**config.mk**
```make
export PLATFORM = sky130hd
export DESIGN_NAME = hsv_color_blob_tracker_flat
export DESIGN_NICKNAME = d
export VERILOG_FILES = /design/src/rtl/hcbt_pkg.sv /design/src/rtl/hcbt_stream_if.sv /design/src/rtl/hsv_color_blob_tracker.sv /design/src/rtl/hcbt_front.sv /design/src/rtl/hcbt_queue.sv /design/src/rtl/hcbt_back.sv /design/src/flat_wrapper.sv
export VERILOG_INCLUDE_DIRS = /design/src /design/src/rtl
export SDC_FILE = /design/constraint.sdc
export NUM_CORES = 2
export LEC_CHECK = 0
export ABC_CLOCK_PERIOD_IN_PS = 28400
export BUFFER_PORTS_ARGS = -buffer_cell sky130_fd_sc_hd__buf_2
export CAP_MARGIN = 40
export CORE_UTILIZATION = 55
export DETAILED_ROUTE_END_ITERATION = 8
export PLACE_DENSITY = 0.72
export SETUP_SLACK_MARGIN = 0.3
export SYNTH_ARGS = -nofsm -noshare
export SYNTH_HDL_FRONTEND = slang
export SYNTH_SLANG_ARGS = --single-unit
```
**constraint.sdc**
```tcl
create_clock -name i_clk -period 28.4 [get_ports i_clk]
set_clock_uncertainty 0.05 [all_clocks]
set_input_delay 1.42 -clock i_clk [delete_from_list [all_inputs] [get_ports i_clk]]
set_output_delay 1.42 -clock i_clk [all_outputs]
set_load 0.01 [all_outputs]
```
**src/rtl/hsv_color_blob_tracker_macros.svh**
```systemverilog
// Assertion macros shared by the tracker modules.
`ifndef HSV_COLOR_BLOB_TRACKER_MACROS_SVH
`define HSV_COLOR_BLOB_TRACKER_MACROS_SVH
// Implication checked on every clock edge outside reset.
`define HCB_ASSERT_IMP(label, clk, rst_n, ante, cons) \
    label: assert property (@(posedge clk) disable iff (!rst_n) (ante) |-> (cons)) \
        else $error("assertion failed");
// Next-cycle implication.
`define HCB_ASSERT_NEXT(label, clk, rst_n, ante, cons) \
    label: assert property (@(posedge clk) disable iff (!rst_n) (ante) |=> (cons)) \
        else $error("assertion failed");
`endif

```
**src/rtl/hcbt_pkg.sv**
```systemverilog
// Package with widths, register codes and word types of the tracker.
`timescale 1ns / 1ps
package hcbt_pkg;
    localparam int Width  = 160;
    localparam int Height = 120;
    localparam int ColW   = 8;
    localparam int RowW   = 7;
    localparam int CntW   = 15;
    localparam int SumW   = 22;
    localparam int QDepth = 4;

    localparam logic [2:0] REG_HUE_LOW  = 3'd0;
    localparam logic [2:0] REG_HUE_HIGH = 3'd1;
    localparam logic [2:0] REG_SAT_LOW  = 3'd2;
    localparam logic [2:0] REG_SAT_HIGH = 3'd3;
    localparam logic [2:0] REG_VAL_LOW  = 3'd4;
    localparam logic [2:0] REG_VAL_HIGH = 3'd5;
    localparam logic [2:0] REG_AREA     = 3'd6;

    typedef struct packed {
        logic [8:0]  hue_low;
        logic [8:0]  hue_high;
        logic [7:0]  sat_low;
        logic [7:0]  sat_high;
        logic [7:0]  val_low;
        logic [7:0]  val_high;
        logic [14:0] area_floor;
    } t_cfg;

    typedef struct packed {
        logic [7:0] red;
        logic [7:0] green;
        logic [7:0] blue;
    } t_pixel;

    // Classified pixel handed from front to back.
    typedef struct packed {
        logic            mark;
        logic            last;
        logic [ColW-1:0] col;
        logic [RowW-1:0] row;
    } t_cls;

    typedef struct packed {
        logic            is_target;
        logic            frame_done;
        logic            found;
        logic [7:0]      center_col;
        logic [6:0]      center_row;
        logic [7:0]      box_left;
        logic [6:0]      box_top;
        logic [7:0]      box_right;
        logic [6:0]      box_bottom;
        logic [14:0]     pixel_count;
    } t_result;

    typedef struct packed {
        logic [2:0]  index;
        logic [14:0] data;
    } t_cfg_word;
endpackage

```
**src/rtl/hcbt_stream_if.sv**
```systemverilog
// Valid/ready stream interfaces for pixels, results and configuration.
`timescale 1ns / 1ps
interface hcbt_pixel_if import hcbt_pkg::*; ();
    logic   valid;
    logic   ready;
    t_pixel data;
    modport source (output valid, output data, input ready);
    modport sink (input valid, input data, output ready);
endinterface

interface hcbt_result_if import hcbt_pkg::*; ();
    logic    valid;
    logic    ready;
    t_result data;
    modport source (output valid, output data, input ready);
    modport sink (input valid, input data, output ready);
endinterface

interface hcbt_cfg_if import hcbt_pkg::*; ();
    logic      valid;
    logic      ready;
    t_cfg_word data;
    modport source (output valid, output data, input ready);
    modport sink (input valid, input data, output ready);
endinterface

```
**src/rtl/hsv_color_blob_tracker.sv**
```systemverilog
// Top level of the HSV color blob tracker.
//  channel  dir  word                          accepted
//  i_pix    in   red, green, blue              valid && ready
//  o_res    out  mask bit and frame statistics  valid && ready
//  i_cfg    in   register index, write data     valid && ready
// One pixel per cycle through a two-stage classifier, a four-entry queue and
// the statistics stage. The last pixel of a frame with enough marked pixels
// occupies the back end while the serial centroid divider runs and the result
// is loaded and delivered. Reset is synchronous and restores the
// register defaults. Either side may stall; the queue absorbs the difference.
`timescale 1ns / 1ps
module hsv_color_blob_tracker import hcbt_pkg::*; (
    input logic             i_clk,
    input logic             i_rst_n,
    hcbt_pixel_if.sink      i_pix,
    hcbt_result_if.source   o_res,
    hcbt_cfg_if.sink        i_cfg
);
    t_cfg r_cfg;
    logic f_valid;
    logic f_ready;
    t_cls f_cls;
    logic b_valid;
    logic b_ready;
    t_cls b_cls;

    assign i_cfg.ready = 1'b1;

    always_ff @(posedge i_clk) begin
        if (!i_rst_n) begin
            r_cfg.hue_low    <= 9'd340;
            r_cfg.hue_high   <= 9'd20;
            r_cfg.sat_low    <= 8'd120;
            r_cfg.sat_high   <= 8'd255;
            r_cfg.val_low    <= 8'd80;
            r_cfg.val_high   <= 8'd255;
            r_cfg.area_floor <= 15'd10;
        end else if (i_cfg.valid) begin
            case (i_cfg.data.index)
                REG_HUE_LOW:  r_cfg.hue_low    <= i_cfg.data.data[8:0];
                REG_HUE_HIGH: r_cfg.hue_high   <= i_cfg.data.data[8:0];
                REG_SAT_LOW:  r_cfg.sat_low    <= i_cfg.data.data[7:0];
                REG_SAT_HIGH: r_cfg.sat_high   <= i_cfg.data.data[7:0];
                REG_VAL_LOW:  r_cfg.val_low    <= i_cfg.data.data[7:0];
                REG_VAL_HIGH: r_cfg.val_high   <= i_cfg.data.data[7:0];
                REG_AREA:     r_cfg.area_floor <= i_cfg.data.data;
                default: ;
            endcase
        end
    end

    hcbt_front u_front (
        .i_clk, .i_rst_n, .i_cfg(r_cfg),
        .i_valid(i_pix.valid), .o_ready(i_pix.ready), .i_pixel(i_pix.data),
        .o_valid(f_valid), .i_ready(f_ready), .o_cls(f_cls)
    );

    hcbt_queue u_queue (
        .i_clk, .i_rst_n,
        .i_valid(f_valid), .o_ready(f_ready), .i_cls(f_cls),
        .o_valid(b_valid), .i_ready(b_ready), .o_cls(b_cls)
    );

    hcbt_back u_back (
        .i_clk, .i_rst_n, .i_cfg(r_cfg),
        .i_valid(b_valid), .o_ready(b_ready), .i_cls(b_cls),
        .o_valid(o_res.valid), .i_ready(o_res.ready), .o_res(o_res.data)
    );
endmodule

```
**src/rtl/hcbt_front.sv**
```systemverilog
// Front end: HSV window classification in two stages plus raster counters.
`timescale 1ns / 1ps
module hcbt_front import hcbt_pkg::*; (
    input  logic   i_clk,
    input  logic   i_rst_n,
    input  t_cfg   i_cfg,
    input  logic   i_valid,
    output logic   o_ready,
    input  t_pixel i_pixel,
    output logic   o_valid,
    input  logic   i_ready,
    output t_cls   o_cls
);
    // Stage 1 registers: value, spread, hue numerator, raster position.
    logic            r_v1;
    logic [7:0]      r_mx;
    logic [7:0]      r_d;
    logic [16:0]     r_num;
    logic            r_last1;
    logic [ColW-1:0] r_col1;
    logic [RowW-1:0] r_row1;
    logic            r_v2;
    t_cls            r_cls;
    logic [ColW-1:0] r_col;
    logic [RowW-1:0] r_row;

    logic            adv2;
    logic            adv1;
    logic [7:0]      mx;
    logic [7:0]      mn;
    logic [7:0]      d;
    logic signed [17:0] num;
    logic [16:0]     n_num;
    logic            last;

    assign adv2    = !r_v2 || i_ready;
    assign adv1    = !r_v1 || adv2;
    assign o_ready = adv1;
    assign o_valid = r_v2;
    assign o_cls   = r_cls;

    always_comb begin
        mx = i_pixel.red;
        mn = i_pixel.red;
        if (i_pixel.green > mx) mx = i_pixel.green;
        if (i_pixel.blue > mx) mx = i_pixel.blue;
        if (i_pixel.green < mn) mn = i_pixel.green;
        if (i_pixel.blue < mn) mn = i_pixel.blue;
        d = mx - mn;
        // The numerator stays below 360 times the spread, so it needs 17 bits unsigned.
        if (d == 8'd0) begin
            num = 18'sd0;
        end else if (mx == i_pixel.red) begin
            num = 18'(signed'({1'b0, i_pixel.green}) - signed'({1'b0, i_pixel.blue}))
                * 18'sd60;
            if (num < 0) num = num + 18'(signed'({1'b0, d})) * 18'sd360;
        end else if (mx == i_pixel.green) begin
            num = 18'(signed'({1'b0, i_pixel.blue}) - signed'({1'b0, i_pixel.red})) * 18'sd60
                + 18'(signed'({1'b0, d})) * 18'sd120;
        end else begin
            num = 18'(signed'({1'b0, i_pixel.red}) - signed'({1'b0, i_pixel.green})) * 18'sd60
                + 18'(signed'({1'b0, d})) * 18'sd240;
        end
        n_num = num[16:0];
        last  = (r_col == ColW'(Width - 1)) && (r_row == RowW'(Height - 1));
    end

    // Stage 2 products: cross-multiplied hue and saturation window checks, plus the value window check.
    logic [8:0]  dd;
    logic [16:0] lo_prod;
    logic [16:0] hi_prod;
    logic [15:0] s_d;
    logic [15:0] s_lo;
    logic [15:0] s_hi;
    logic        ge;
    logic        le;
    logic        hue_ok;
    logic        sat_ok;
    logic        val_ok;

    always_comb begin
        dd      = (r_d == 8'd0) ? 9'd1 : {1'b0, r_d};
        lo_prod = 17'(i_cfg.hue_low) * 17'(dd);
        hi_prod = 17'(i_cfg.hue_high) * 17'(dd);
        ge      = r_num >= lo_prod;
        le      = r_num <= hi_prod;
        hue_ok  = (i_cfg.hue_low > i_cfg.hue_high) ? (ge || le) : (ge && le);
        s_d     = 16'(r_d) * 16'd255;
        s_lo    = 16'(i_cfg.sat_low) * 16'(r_mx);
        s_hi    = 16'(i_cfg.sat_high) * 16'(r_mx);
        if (r_mx == 8'd0) sat_ok = (i_cfg.sat_low == 8'd0);
        else sat_ok = (s_d >= s_lo) && (s_d <= s_hi);
        val_ok  = (r_mx >= i_cfg.val_low) && (r_mx <= i_cfg.val_high);
    end

    always_ff @(posedge i_clk) begin
        if (!i_rst_n) begin
            r_v1  <= 1'b0;
            r_v2  <= 1'b0;
            r_col <= '0;
            r_row <= '0;
        end else begin
            if (adv1) r_v1 <= i_valid;
            if (adv2) r_v2 <= r_v1;
            if (i_valid && adv1) begin
                if (r_col == ColW'(Width - 1)) begin
                    r_col <= '0;
                    r_row <= (r_row == RowW'(Height - 1)) ? '0 : r_row + 1'b1;
                end else begin
                    r_col <= r_col + 1'b1;
                end
            end
        end
    end

    always_ff @(posedge i_clk) begin
        if (adv1) begin
            r_mx    <= mx;
            r_d     <= d;
            r_num   <= n_num;
            r_last1 <= last;
            r_col1  <= r_col;
            r_row1  <= r_row;
        end
        if (adv2) begin
            r_cls.mark <= hue_ok && sat_ok && val_ok;
            r_cls.last <= r_last1;
            r_cls.col  <= r_col1;
            r_cls.row  <= r_row1;
        end
    end
endmodule

```
**src/rtl/hcbt_queue.sv**
```systemverilog
// Short FIFO of classified pixels between front and back.
`timescale 1ns / 1ps
`include "hsv_color_blob_tracker_macros.svh"
module hcbt_queue import hcbt_pkg::*; (
    input  logic i_clk,
    input  logic i_rst_n,
    input  logic i_valid,
    output logic o_ready,
    input  t_cls i_cls,
    output logic o_valid,
    input  logic i_ready,
    output t_cls o_cls
);
    localparam int AW = $clog2(QDepth);
    t_cls          r_mem [QDepth];
    logic [AW-1:0] r_wp;
    logic [AW-1:0] r_rp;
    logic [AW:0]   r_cnt;
    logic          push;
    logic          pop;

    assign o_ready = r_cnt != (AW+1)'(QDepth);
    assign o_valid = r_cnt != '0;
    assign o_cls   = r_mem[r_rp];
    assign push    = i_valid && o_ready;
    assign pop     = o_valid && i_ready;

    always_ff @(posedge i_clk) begin
        if (!i_rst_n) begin
            r_wp  <= '0;
            r_rp  <= '0;
            r_cnt <= '0;
        end else begin
            if (push) r_wp <= r_wp + 1'b1;
            if (pop) r_rp <= r_rp + 1'b1;
            r_cnt <= r_cnt + (AW+1)'(push) - (AW+1)'(pop);
        end
    end

    always_ff @(posedge i_clk) begin
        if (push) r_mem[r_wp] <= i_cls;
    end

    `HCB_ASSERT_IMP(a_no_overflow, i_clk, i_rst_n, r_cnt == (AW+1)'(QDepth), !push)
    `HCB_ASSERT_NEXT(a_cnt_up, i_clk, i_rst_n, push && !pop, r_cnt == $past(r_cnt) + 1'b1)
    `HCB_ASSERT_NEXT(a_cnt_dn, i_clk, i_rst_n, pop && !push, r_cnt == $past(r_cnt) - 1'b1)
endmodule

```
**src/rtl/hcbt_back.sv**
```systemverilog
// Back end: frame statistics, serial centroid division and result register.
`timescale 1ns / 1ps
`include "hsv_color_blob_tracker_macros.svh"
module hcbt_back import hcbt_pkg::*; (
    input  logic    i_clk,
    input  logic    i_rst_n,
    input  t_cfg    i_cfg,
    input  logic    i_valid,
    output logic    o_ready,
    input  t_cls    i_cls,
    output logic    o_valid,
    input  logic    i_ready,
    output t_result o_res
);
    localparam logic [1:0] ST_RUN = 2'd0;
    localparam logic [1:0] ST_DIV = 2'd1;
    localparam logic [1:0] ST_OUT = 2'd2;
    localparam int CW = $clog2(SumW + 1);

    logic [1:0]      r_st;
    logic            r_ov;
    t_result         r_res;
    logic [SumW-1:0] r_csum;
    logic [SumW-1:0] r_rsum;
    logic [CntW-1:0] r_cnt;
    logic [ColW-1:0] r_lc;
    logic [ColW-1:0] r_mc;
    logic [RowW-1:0] r_lr;
    logic [RowW-1:0] r_mr;
    // Restoring divider state for both quotients at once.
    logic [SumW-1:0] r_qc;
    logic [SumW-1:0] r_qr;
    logic [CntW:0]   r_remc;
    logic [CntW:0]   r_remr;
    logic [CntW-1:0] r_div;
    logic [CW-1:0]   r_step;

    logic            take;
    logic            out_free;
    logic [SumW-1:0] n_csum;
    logic [SumW-1:0] n_rsum;
    logic [CntW-1:0] n_cnt;
    logic [ColW-1:0] n_lc;
    logic [ColW-1:0] n_mc;
    logic [RowW-1:0] n_lr;
    logic [RowW-1:0] n_mr;
    logic            found;
    logic [CntW:0]   tc;
    logic [CntW:0]   tr;
    logic            n_ov;
    t_result         n_res;

    assign out_free = !r_ov || i_ready;
    assign o_ready  = (r_st == ST_RUN) && out_free;
    assign take     = i_valid && o_ready;
    assign o_valid  = r_ov;
    assign o_res    = r_res;

    always_comb begin
        n_csum = r_csum;
        n_rsum = r_rsum;
        n_cnt  = r_cnt;
        n_lc   = r_lc;
        n_mc   = r_mc;
        n_lr   = r_lr;
        n_mr   = r_mr;
        if (i_cls.mark) begin
            n_csum = r_csum + SumW'(i_cls.col);
            n_rsum = r_rsum + SumW'(i_cls.row);
            n_cnt  = r_cnt + 1'b1;
            if (i_cls.col < r_lc) n_lc = i_cls.col;
            if (i_cls.col > r_mc) n_mc = i_cls.col;
            if (i_cls.row < r_lr) n_lr = i_cls.row;
            if (i_cls.row > r_mr) n_mr = i_cls.row;
        end
        found = n_cnt > i_cfg.area_floor;
        tc = {r_remc[CntW-1:0], r_qc[SumW-1]};
        tr = {r_remr[CntW-1:0], r_qr[SumW-1]};
    end

    // Result word and its valid flag.
    always_comb begin
        n_ov  = r_ov && !i_ready;
        n_res = r_res;
        case (r_st)
            ST_RUN: begin
                if (take) begin
                    n_res           = '0;
                    n_res.is_target = i_cls.mark;
                    if (i_cls.last) begin
                        n_res.frame_done  = 1'b1;
                        n_res.found       = found;
                        n_res.box_left    = n_lc;
                        n_res.box_top     = n_lr;
                        n_res.box_right   = n_mc;
                        n_res.box_bottom  = n_mr;
                        n_res.pixel_count = n_cnt;
                        if (!found) n_ov = 1'b1;
                    end else begin
                        n_ov = 1'b1;
                    end
                end
            end
            ST_OUT: begin
                if (out_free) begin
                    n_res.center_col = r_qc[7:0];
                    n_res.center_row = r_qr[6:0];
                    n_ov = 1'b1;
                end
            end
            default: ;
        endcase
    end

    always_ff @(posedge i_clk) begin
        r_res <= n_res;
    end

    always_ff @(posedge i_clk) begin
        if (!i_rst_n) begin
            r_st   <= ST_RUN;
            r_ov   <= 1'b0;
            r_csum <= '0;
            r_rsum <= '0;
            r_cnt  <= '0;
            r_lc   <= ColW'(Width);
            r_mc   <= '0;
            r_lr   <= RowW'(Height);
            r_mr   <= '0;
            r_step <= '0;
        end else begin
            r_ov <= n_ov;
            case (r_st)
                ST_RUN: begin
                    if (take) begin
                        if (i_cls.last) begin
                            r_csum <= '0;
                            r_rsum <= '0;
                            r_cnt  <= '0;
                            r_lc   <= ColW'(Width);
                            r_mc   <= '0;
                            r_lr   <= RowW'(Height);
                            r_mr   <= '0;
                            if (found) begin
                                r_qc   <= n_csum;
                                r_qr   <= n_rsum;
                                r_remc <= '0;
                                r_remr <= '0;
                                r_div  <= n_cnt;
                                r_step <= '0;
                                r_st   <= ST_DIV;
                            end
                        end else begin
                            r_csum <= n_csum;
                            r_rsum <= n_rsum;
                            r_cnt  <= n_cnt;
                            r_lc   <= n_lc;
                            r_mc   <= n_mc;
                            r_lr   <= n_lr;
                            r_mr   <= n_mr;
                        end
                    end
                end
                ST_DIV: begin
                    if (tc >= {1'b0, r_div}) begin
                        r_remc <= tc - {1'b0, r_div};
                        r_qc   <= {r_qc[SumW-2:0], 1'b1};
                    end else begin
                        r_remc <= tc;
                        r_qc   <= {r_qc[SumW-2:0], 1'b0};
                    end
                    if (tr >= {1'b0, r_div}) begin
                        r_remr <= tr - {1'b0, r_div};
                        r_qr   <= {r_qr[SumW-2:0], 1'b1};
                    end else begin
                        r_remr <= tr;
                        r_qr   <= {r_qr[SumW-2:0], 1'b0};
                    end
                    r_step <= r_step + 1'b1;
                    if (r_step == CW'(SumW - 1)) r_st <= ST_OUT;
                end
                ST_OUT: begin
                    if (out_free) r_st <= ST_RUN;
                end
                default: r_st <= ST_RUN;
            endcase
        end
    end

    `HCB_ASSERT_IMP(a_idle_in_div, i_clk, i_rst_n, r_st != ST_RUN, !o_ready)
    `HCB_ASSERT_IMP(a_done_has_box, i_clk, i_rst_n,
        r_ov && r_res.frame_done && r_res.pixel_count == '0, r_res.box_left == ColW'(Width))
    `HCB_ASSERT_IMP(a_found_count, i_clk, i_rst_n,
        r_ov && r_res.found, r_res.pixel_count > i_cfg.area_floor)
endmodule
```
**src/flat_wrapper.sv**
```systemverilog
// flat-port wrapper written by rule: the top's interface ports become plain ports
module hsv_color_blob_tracker_flat import hcbt_pkg::*;
  (i_clk, i_rst_n, i_pix_valid, i_pix_data, i_pix_ready, o_res_valid, o_res_data, o_res_ready, i_cfg_valid, i_cfg_data, i_cfg_ready);
  hcbt_pixel_if i_pix_i ();
  hcbt_result_if o_res_i ();
  hcbt_cfg_if i_cfg_i ();
  input logic i_clk;
  input logic i_rst_n;
  input wire logic [$bits(i_pix_i.valid)-1:0] i_pix_valid;
  input wire logic [$bits(i_pix_i.data)-1:0] i_pix_data;
  output wire logic [$bits(i_pix_i.ready)-1:0] i_pix_ready;
  output wire logic [$bits(o_res_i.valid)-1:0] o_res_valid;
  output wire logic [$bits(o_res_i.data)-1:0] o_res_data;
  input wire logic [$bits(o_res_i.ready)-1:0] o_res_ready;
  input wire logic [$bits(i_cfg_i.valid)-1:0] i_cfg_valid;
  input wire logic [$bits(i_cfg_i.data)-1:0] i_cfg_data;
  output wire logic [$bits(i_cfg_i.ready)-1:0] i_cfg_ready;
  assign i_pix_i.valid = i_pix_valid;
  assign i_pix_i.data = i_pix_data;
  assign i_pix_ready = i_pix_i.ready;
  assign o_res_valid = o_res_i.valid;
  assign o_res_data = o_res_i.data;
  assign o_res_i.ready = o_res_ready;
  assign i_cfg_i.valid = i_cfg_valid;
  assign i_cfg_i.data = i_cfg_data;
  assign i_cfg_ready = i_cfg_i.ready;
  hsv_color_blob_tracker u_core (.i_clk(i_clk), .i_rst_n(i_rst_n), .i_pix(i_pix_i), .o_res(o_res_i), .i_cfg(i_cfg_i));
endmodule
```
==> reports/results.txt <==
Endpoint kind of the worst setup timing path = flop
F_max = 84.79 MHz
Cts bufs inserted = 51
Ys Warns = 0
Most frequent CP cell = ha_1
GRT overflow = 0
Final net count = 5529
Min cycle time layout = 11.79 ns
Via count = 32160
CP peak stage delay = 0.70 ns
Max-slew violations = 0
Synth area leaders = edfxtp_1, ha_1, fa_1
Synth Instances = 4608
Fin. Hold Viols = 0
DIE AREA = 79460 sq um
Initial antenna violation count = 1
Most frequent cells in the layout = inv_1, ha_1, nand2_1, edfxtp_1, nor2_1
Initial DRC count = 2063
WP data required = 28.80 ns
Routed Antenna Nets = 0
Pre-Repair DR Iteration Count = 6
Root Driver = clkbuf_16
Least-Margin Pin Slew = 0.9609 ns
Gr usage total = 0.2542
Multi-input logic area = 28040 sq um
Io pins = 113
Number of vias per cell = 5.596
H-Tree Depth = 2
CTS tree = yes
Setup TNS Final = 0 ns
Die width = 281.9 um
CP Max Fanout = 29
Ys async rst share = 0
Worst setup SP type = input pin
Hold crit path type = reg -> reg
Post-CTS setup buffers = 0
Reg clk slew, reported paths = 0.06 ns
DR WL/cell = 17.33 um
Slowest stage cell, crit path = mux2i_1
Port Buffer Count = 111
Flops & latches, synth = 472
Yosys top cell by area = edfxtp_1
Core Region = 77470 sq um
Filler Cell Count = 6571
Vias in the first global route = 31590
Layout cell share with drive strength beyond 1 = 0.06331
RSZ-0062 raised after global routing = no
FP Rows = 102
Number of synthesized flops with an enable pin = 284
Top cell type's share of synthesized area = 0.1979
Synthesis-to-layout area growth = 7.846%
Syn_area_per_cell = 9.351 sq um
DR DRC count = 0
Routability cong. = 0.9209
Fin crit share = 0.4153
Post-synthesis instance area = 43090 sq um
First-pass GRT wire length = 163.5 mm
Register area = 12290 sq um
Final setup fails = 0
Starting Density = 0.5562
Critical Path AT = 12.20 ns
Post_cts resized = 0
Post-Route WL = 99.64 mm
Maximum capacitance violations = 0
Post-synthesis cell type count = 95
Pin count of the biggest net entering global routing = 89
Post-synthesis sequential area ratio = 0.2853
HPWL after DPL = 75.54 mm
Dominant synthesized flop cell = edfxtp_1
Insertion delay to the later sink of the worst-skew pair = 0.63 ns
WS Path Type = in -> reg
Maximum buffer depth of the clock tree = 3
CTS hold repair buffers = 0
Sink Count = 472
Chip height = 281.9 um
Commonest non-fill, non-tap cell in the layout = inv_1
Status = finished clean
Relative slew slack = 0.3545
Syn_nets = 5472
-- registers in the layout, summed over array words and instances, names as in the netlist, 8 cells and up, named ones only --
name,cells
u_core.u_front.r_d,8
u_core.u_queue.r_mem,68
u_core.u_back.r_qr,22
u_core.u_back.r_mc,8
u_core.u_front.r_num,15
u_core.u_front.r_mx,8
u_core.u_back.r_remc,15
u_core.u_back.r_div,15
u_core.u_front.r_col1,8
u_core.u_front.r_col,8
u_core.u_back.r_qc,22
u_core.u_front.o_cls,17
u_core.u_back.o_res,63
u_core.u_back.r_lc,8
u_core.u_back.r_cnt,15
u_core.u_back.r_rsum,22
u_core.u_back.r_csum,22
u_core.r_cfg,65
u_core.u_back.r_remr,15
-- cells in the mapped netlist, drive strengths merged (5+ instances only) --
master,count
inv,584
a21o,75
a311oi,5
or2,8
ha,563
nand3,64
o21a,44
xnor2,187
and2,149
o21bai,42
o31a,6
buf,28
o211ai,22
nor2,259
nand4,42
o311a,5
nor2b,135
o41ai,11
edfxtp,284
nand2,444
a21boi,68
o22ai,23
clkbuf,123
mux4,16
a31o,5
and4,8
o21ai,211
a21oi,195
fa,254
or3,23
a22oi,49
a31oi,11
mux2i,83
a211oi,34
nor4,13
nor3,65
and3,94
dfxtp,188
nand2b,44
xor2,78
-- worst max-delay path, delay by kind of cell --
family                     cells  cell delay (ns)
AOI/OAI and AO/OA             16             3.88
xor gates and xnor gates       2             0.86
adders and majority gates     10             3.54
buffers and inverters          8             0.84
muxes                          1             0.70
and+or+nand+nor                7             0.92
-- worst paths after layout --
check | to | slack [ns] | depth (start not counted) | start
max reg2reg | u_core.u_front.o_cls[16]$_DFFE_PP_ | 19.36 | 30 | u_core.u_front.r_d[5]$_DFFE_PN_
min | u_core.u_front.o_cls[10]$_DFFE_PP_ | 0.37 | 0 | u_core.u_front.r_col1[3]$_DFFE_PN_
max | u_core.u_front.r_num[16]$_SDFFCE_PN0N_ | 16.61 | 44 | i_pix_data[9]
min reg2reg | u_core.u_front.o_cls[10]$_DFFE_PP_ | 0.37 | 0 | u_core.u_front.r_col1[3]$_DFFE_PN_
-- logic make-up after synthesis --
family / synth area share
AND/OR/NAND/NOR: 0.1561
other: 0.00008703
buffers and inverters: 0.06505
AO/OA/AOI/OAI: 0.1261
XOR/XNOR: 0.05633
multiplexers: 0.02907
adder cells (fa/ha/maj): 0.2820
flip-flops: 0.2853
-- layer usage --
layer | share of wire | GRT usage | up-vias
met5 | 0 | 0 | -
li1 | - | - | 15840
met2 | 0.46 | 0.4217 | 722
met3 | 0.048 | 0.02817 | 130
met1 | 0.47 | 0.3557 | 15480
met4 | 0.020 | 0.05811 | 0
-- per-stage QoR --
step / setup WS [ns] / instances / hold WS [ns] / util / instance area [sq um]
finish: 16.61 / 5748 / 0.3704 / 0.5998 / 46470
global route: 15.84 / 5748 / 0.3720 / 0.5998 / 46470
CTS: 16.68 / 5747 / 0.3696 / 0.5998 / 46470
detailed placement: 16.08 / 5652 / 0.3570 / 0.5780 / 44770
global placement: 16.23 / 5639 / 0.3510 / 0.5760 / 44620
floorplan: 17.47 / 4608 / 0.3503 / - / 43090
-- area by class of cell --
type / count / area share
Clock buffer: 68 / 0.02973
Timing Repair Buffer: 155 / 0.02028
Antenna cell: 1 / 0.00005385
Sequential cell: 472 / 0.2645
Tap cell: 1040 / 0.02800
Multi-Input combinational cell: 3400 / 0.6035
Inverter: 585 / 0.04726
Clock inverter: 27 / 0.006705
Power is not shown: default switching activity piles up to over one toggle a cycle in this logic, so the estimate is an artifact.
